**config.mk**
```make
export PLATFORM = sky130hd
export DESIGN_NAME = tcw_ctrl
export DESIGN_NICKNAME = d
export VERILOG_FILES = /design/src/design/tcw_pkg.sv /design/src/design/tcw_ctrl.sv
export SDC_FILE = /design/constraint.sdc
export NUM_CORES = 1
export LEC_CHECK = 0
export BUFFER_PORTS_ARGS = -buffer_cell sky130_fd_sc_hd__buf_2
export CAP_MARGIN = 20
export CORE_MARGIN = 2
export CORE_UTILIZATION = 30
export CTS_CLUSTER_SIZE = 30
export DETAILED_ROUTE_END_ITERATION = 16
export GPL_ROUTABILITY_DRIVEN = 0
export PLACE_DENSITY = 0.58
export SYNTH_ARGS = -nofsm -noshare
export SYNTH_HDL_FRONTEND = slang
export SYNTH_SLANG_ARGS = --single-unit
```
**constraint.sdc**
```tcl
create_clock -name aclk -period 3.2 [get_ports aclk]
set_input_delay 0 -clock aclk [delete_from_list [all_inputs] [get_ports aclk]]
set_output_delay 0 -clock aclk [all_outputs]
set_load 0.03 [all_outputs]
```
**src/design/tcw_pkg.sv**
```systemverilog
// ----------------------------------------------------------------------------
// Text console writer package
// Shared sizes, codes and controller/datapath interface types.
// ----------------------------------------------------------------------------
package tcw_pkg;

    localparam int COLUMNS    = 80;
    localparam int ROWS       = 25;
    localparam int CELL_COUNT = COLUMNS * ROWS;

    localparam int COL_W  = $clog2(COLUMNS);
    localparam int ROW_W  = $clog2(ROWS);
    localparam int ADDR_W = $clog2(CELL_COUNT);

    localparam int SCROLL_END = (ROWS - 1) * COLUMNS;
    localparam int FILL_START = (ROWS - 2) * COLUMNS;

    localparam int TAB_STOP = 7;
    localparam int MOD_W    = $clog2(TAB_STOP);

    localparam int ACTION_W   = 2;
    localparam int CHAR_W     = 8;
    localparam int IN_ADDR_W  = 11;
    localparam int OUT_COL_W  = 7;
    localparam int OUT_ROW_W  = 5;
    localparam int CELL_W     = 16;
    localparam int S_TDATA_W  = 24;
    localparam int M_TDATA_W  = 32;
    localparam int CFG_ADDR_W = 1;
    localparam int CFG_DATA_W = 4;

    localparam logic [ACTION_W-1:0] ACT_PUT   = 2'd0;
    localparam logic [ACTION_W-1:0] ACT_CLEAR = 2'd1;
    localparam logic [ACTION_W-1:0] ACT_READ  = 2'd2;

    localparam logic [CFG_ADDR_W-1:0] REG_FOREGROUND = 1'b0;
    localparam logic [CFG_ADDR_W-1:0] REG_BACKGROUND = 1'b1;

    localparam logic [CHAR_W-1:0] CH_BACKSPACE = 8'h08;
    localparam logic [CHAR_W-1:0] CH_TAB       = 8'h09;
    localparam logic [CHAR_W-1:0] CH_LINEFEED  = 8'h0A;
    localparam logic [CHAR_W-1:0] CH_RETURN    = 8'h0D;
    localparam logic [CHAR_W-1:0] CH_SPACE     = 8'h20;

    localparam logic [CFG_DATA_W-1:0] FG_RESET = 4'h7;
    localparam logic [CFG_DATA_W-1:0] BG_RESET = 4'h0;
    localparam logic [CELL_W-1:0]     INIT_CELL = {BG_RESET, FG_RESET, CH_SPACE};

    typedef enum logic [2:0] {
        OP_NONE,
        OP_ACCEPT,
        OP_EXEC,
        OP_SCROLL,
        OP_FILL,
        OP_CLEAR,
        OP_INIT
    } op_t;

    typedef enum logic [1:0] {
        NEXT_DONE,
        NEXT_SCROLL,
        NEXT_CLEAR
    } exec_next_t;

    typedef struct packed {
        op_t  mode;
        logic load_out;
    } ctl_cmd_t;

    typedef struct packed {
        exec_next_t exec_next;
        logic       sweep_done;
    } dp_sts_t;

endpackage

```
**src/design/tcw_ctrl.sv**
```systemverilog
// ----------------------------------------------------------------------------
// Text console writer controller
// Sequences the reset clearing pass, item execution, scroll, fill and clear
// sweeps, and the result handshake.
// ----------------------------------------------------------------------------
module tcw_ctrl (
    input  logic              aclk,
    input  logic              aresetn,
    input  logic              s_tvalid,
    output logic              s_tready,
    output logic              m_tvalid,
    input  logic              m_tready,
    input  tcw_pkg::dp_sts_t  sts,
    output tcw_pkg::ctl_cmd_t cmd
);
    import tcw_pkg::*;

    typedef enum logic [2:0] {
        ST_INIT,
        ST_IDLE,
        ST_EXEC,
        ST_SCROLL,
        ST_FILL,
        ST_CLEAR,
        ST_DONE
    } state_t;

    state_t state_reg, state_next;
    logic   m_tvalid_reg, m_tvalid_next;
    logic   out_free;

    assign out_free = !m_tvalid_reg || m_tready;
    assign s_tready = (state_reg == ST_IDLE);
    assign m_tvalid = m_tvalid_reg;

    always_comb begin
        state_next   = state_reg;
        cmd.mode     = OP_NONE;
        cmd.load_out = 1'b0;
        unique case (state_reg)
            ST_INIT: begin
                cmd.mode = OP_INIT;
                if (sts.sweep_done) begin
                    state_next = ST_IDLE;
                end
            end
            ST_IDLE: begin
                if (s_tvalid) begin
                    cmd.mode   = OP_ACCEPT;
                    state_next = ST_EXEC;
                end
            end
            ST_EXEC: begin
                cmd.mode = OP_EXEC;
                unique case (sts.exec_next)
                    NEXT_SCROLL: state_next = ST_SCROLL;
                    NEXT_CLEAR:  state_next = ST_CLEAR;
                    default: begin
                        if (out_free) begin
                            cmd.load_out = 1'b1;
                            state_next   = ST_IDLE;
                        end else begin
                            state_next = ST_DONE;
                        end
                    end
                endcase
            end
            ST_SCROLL: begin
                cmd.mode = OP_SCROLL;
                if (sts.sweep_done) begin
                    state_next = ST_FILL;
                end
            end
            ST_FILL: begin
                cmd.mode = OP_FILL;
                if (sts.sweep_done) begin
                    state_next = ST_DONE;
                end
            end
            ST_CLEAR: begin
                cmd.mode = OP_CLEAR;
                if (sts.sweep_done) begin
                    state_next = ST_DONE;
                end
            end
            ST_DONE: begin
                if (out_free) begin
                    cmd.load_out = 1'b1;
                    state_next   = ST_IDLE;
                end
            end
            default: state_next = ST_INIT;
        endcase
    end

    always_comb begin
        m_tvalid_next = m_tvalid_reg;
        if (cmd.load_out) begin
            m_tvalid_next = 1'b1;
        end else if (m_tready) begin
            m_tvalid_next = 1'b0;
        end
    end

    always_ff @(posedge aclk) begin
        if (!aresetn) begin
            state_reg    <= ST_INIT;
            m_tvalid_reg <= 1'b0;
        end else begin
            state_reg    <= state_next;
            m_tvalid_reg <= m_tvalid_next;
        end
    end

`ifndef ASSERT_OFF
    a_load_needs_room: assert property (@(posedge aclk) disable iff (!aresetn)
        cmd.load_out |-> out_free)
        else $error("Result loaded while the output register is still occupied.");

    a_scroll_then_fill: assert property (@(posedge aclk) disable iff (!aresetn)
        (state_reg == ST_SCROLL && sts.sweep_done) |=> state_reg == ST_FILL)
        else $error("Scroll sweep did not hand over to the row fill.");
`endif

endmodule

```
==> run summary <==
Status: finished, final reports clean
Clock slew at reported path FFs: 0.04 ns
Vias per inst: 5.00
Core area: 0.00127 sq mm
Post-route cell area: 459 sq um
Synthesized instance count: 47
Register area share after synthesis: 20.1%
Total gr overflow: 0
Most common cell after layout, fill and taps aside: buf_2
Final setup fails: 0
Crit end category: output pin
Sw Share: 45.0%
ANT cells: 0
Fin nets: 69
Data arrival time of the critical path: 1.48 ns
Yosys top cell by area: dfxtp_1
Peak VDD IR: 0.281 mV
1st-pass router iterations: 4
Postcts setup bufs: 0
Die width: 40.5 um
DRT antenna net count: 0
Yosys top cell area share: 20.1%
Final Hold Violating Endpoints: 0
Mapped Area: 399 sq um
Leakage power: 0.222 nW
Power per cell area: 640 mW/mm^2
FF+latch count, synth: 4
GRT Overall Usage: 11.0%
Max-Cap Viols: 0
Initial Utilization: 31.5%
CTS tree: built
Clk pwr share: 20.4%
Net Sw Power: 0.132 mW
Syn nets: 56
Largest stage delay on the critical path: 0.50 ns
Largest net degree at the start of global routing: 11
Max FFs per register: 3
Placed Cells: 70
Delay-heaviest family, CP: flip-flops
CP max stage cell: dfxtp_1
Hold Buf Count CTS: 0
CP bufs+invs: 2
Startpoint types: register
Fin crit period: 1.48 ns
RSZ-0062 raised after global routing: false
Syn Area/Cell: 8.49 sq um
First-pass GRT wire length: 1190 um
Die area: 0.00164 sq mm
Non-filler instance count after layout: 73
Chip height: 40.5 um
Comb power frac: 50.5%
Crit Path Max Fanout: 10
Worst slew pin tran: 0.394 ns
Slew margin rel.: 73.7%
Sink Count: 4
Syn-to-layout area delta: 15.0%
Sequential share of power: 29.1%
Internal: 0.161 mW
Via count: 365
Clock root buffer: clkbuf_4
WP data required: 3.20 ns
Post-synth EDFFs: 0
Critical-path cell list: inv_1 -> a211o_2 -> nor2_1 -> buf_2
DRT Wirelength: 747 um
Fin crit share: 46.1%
Hold WS: 0.0667 ns
Kind of critical path: register to output pin
Yosys cell types: 28
IO buf count: 12
Clock skew: 0.00213 ns
Overall power: 0.294 mW
Setup TNS: 0 ns
Top_reg_cell synth: dfxtp_1
Post_cts resized: 0
Std cell rows: 13
Initial antenna violation count: 0
H-tree Lvls: 1
Maximum buffer depth of the clock tree: 2
Synth Warn #: 0
Commonest non-fill, non-tap cells in the layout: 12 x buf_2, 6 x inv_1, 5 x nand2_1, 4 x dfxtp_1
Async SR Flop Fraction: 0%
Final HPWL DP: 588 um
Final Max Slew Viols: 0
DRC Markers: 0
CTS Buf Count: 3
Vias in the first global route: 297
Upper clock frequency limit: 677 MHz
Area after DPL: 437 sq um
Routed len/inst: 10.2 um
Initial drt markers: 9
Worst min-delay path class: input port to register
I/O Pins: 13
Clk Latency, worst-skew pair: 0.23 ns
Area contributors post-synth: dfxtp_1 20%, buf_6 8.5%, ha_1 6.3%
Fraction of layout cells with a size suffix above 1: 39.7%
[area by class of cell]
type | count | area (sq um)
inverters | 6 | 22.5
repair buffers | 12 | 60.1
flip-flops and latches | 4 | 80.1
fillers | 141 | 810
clock buffers | 3 | 22.5
multi-input cells | 33 | 255
well taps | 15 | 18.8
[stage by stage]
stage	setup slack, ns	util (%)
after floorplan	1.88	-
after global placement	1.91	34.4
after detailed placement	1.93	34.4
after CTS	1.72	36.2
after global routing	1.62	36.2
final	1.72	36.2
[synthesized netlist by cell type, types with 2 or more instances]
cell and count:
a21oi_1 2, buf_6 3, dfxtp_1 4, ha_1 2
inv_1 6, nand2_1 5, nor2_1 3, nor3_1 2
[metal layers]
layer,global-route usage [%],wire length [um],up-vias
met5,0,0,-
met4,5.00,0,0
met3,5.56,68,0
met2,16.7,313,21
met1,12.8,365,157
li1,-,-,187
[cell families (layout without fill, tap and decap cells)]
family | after synthesis | in the layout | synth area share, %
AOI/OAI and AO/OA | 13 | 13 | 28.8
buffers and inverters | 10 | 21 | 16.0
and+or+nand+nor | 17 | 17 | 26.3
adders and majority gates | 2 | 2 | 6.27
DFF | 4 | 4 | 20.1
muxes | 1 | 1 | 2.51
[worst register-to-register path, stage by stage (launching register included)]
cell	delay, ns
dfxtp_1	0.55
nor2b_4	0.27
nor3_1	0.08
a21oi_2	0.13
mux2i_1	0.18
[path summary, 6_finish.rpt]
path	from	to	slack, ns	cells past startpoint
max	state_reg[1]$_SDFFE_PN0P_	cmd[0]	1.72	4
min	aresetn	m_tvalid$_SDFFE_PN0P_	0.07	2
max reg2reg	state_reg[0]$_SDFFE_PN0P_	state_reg[0]$_SDFFE_PN0P_	1.91	4
min reg2reg	state_reg[0]$_SDFFE_PN0P_	state_reg[0]$_SDFFE_PN0P_	0.63	2
[power groups by stage]
| stage | combinational [mW] | sequential (mW) | clock [mW] |
|---|---|---|---|
| floorplan | 0.150 | 0.0665 | 0 |
| global placement | 0.149 | 0.0857 | 0 |
| detailed placement | 0.149 | 0.0853 | 0 |
| CTS | 0.149 | 0.0846 | 0.0642 |
| global route | 0.162 | 0.0877 | 0.0680 |
| finish | 0.148 | 0.0854 | 0.0600 |
No activity file was read; power rests on OpenSTA's default activity.
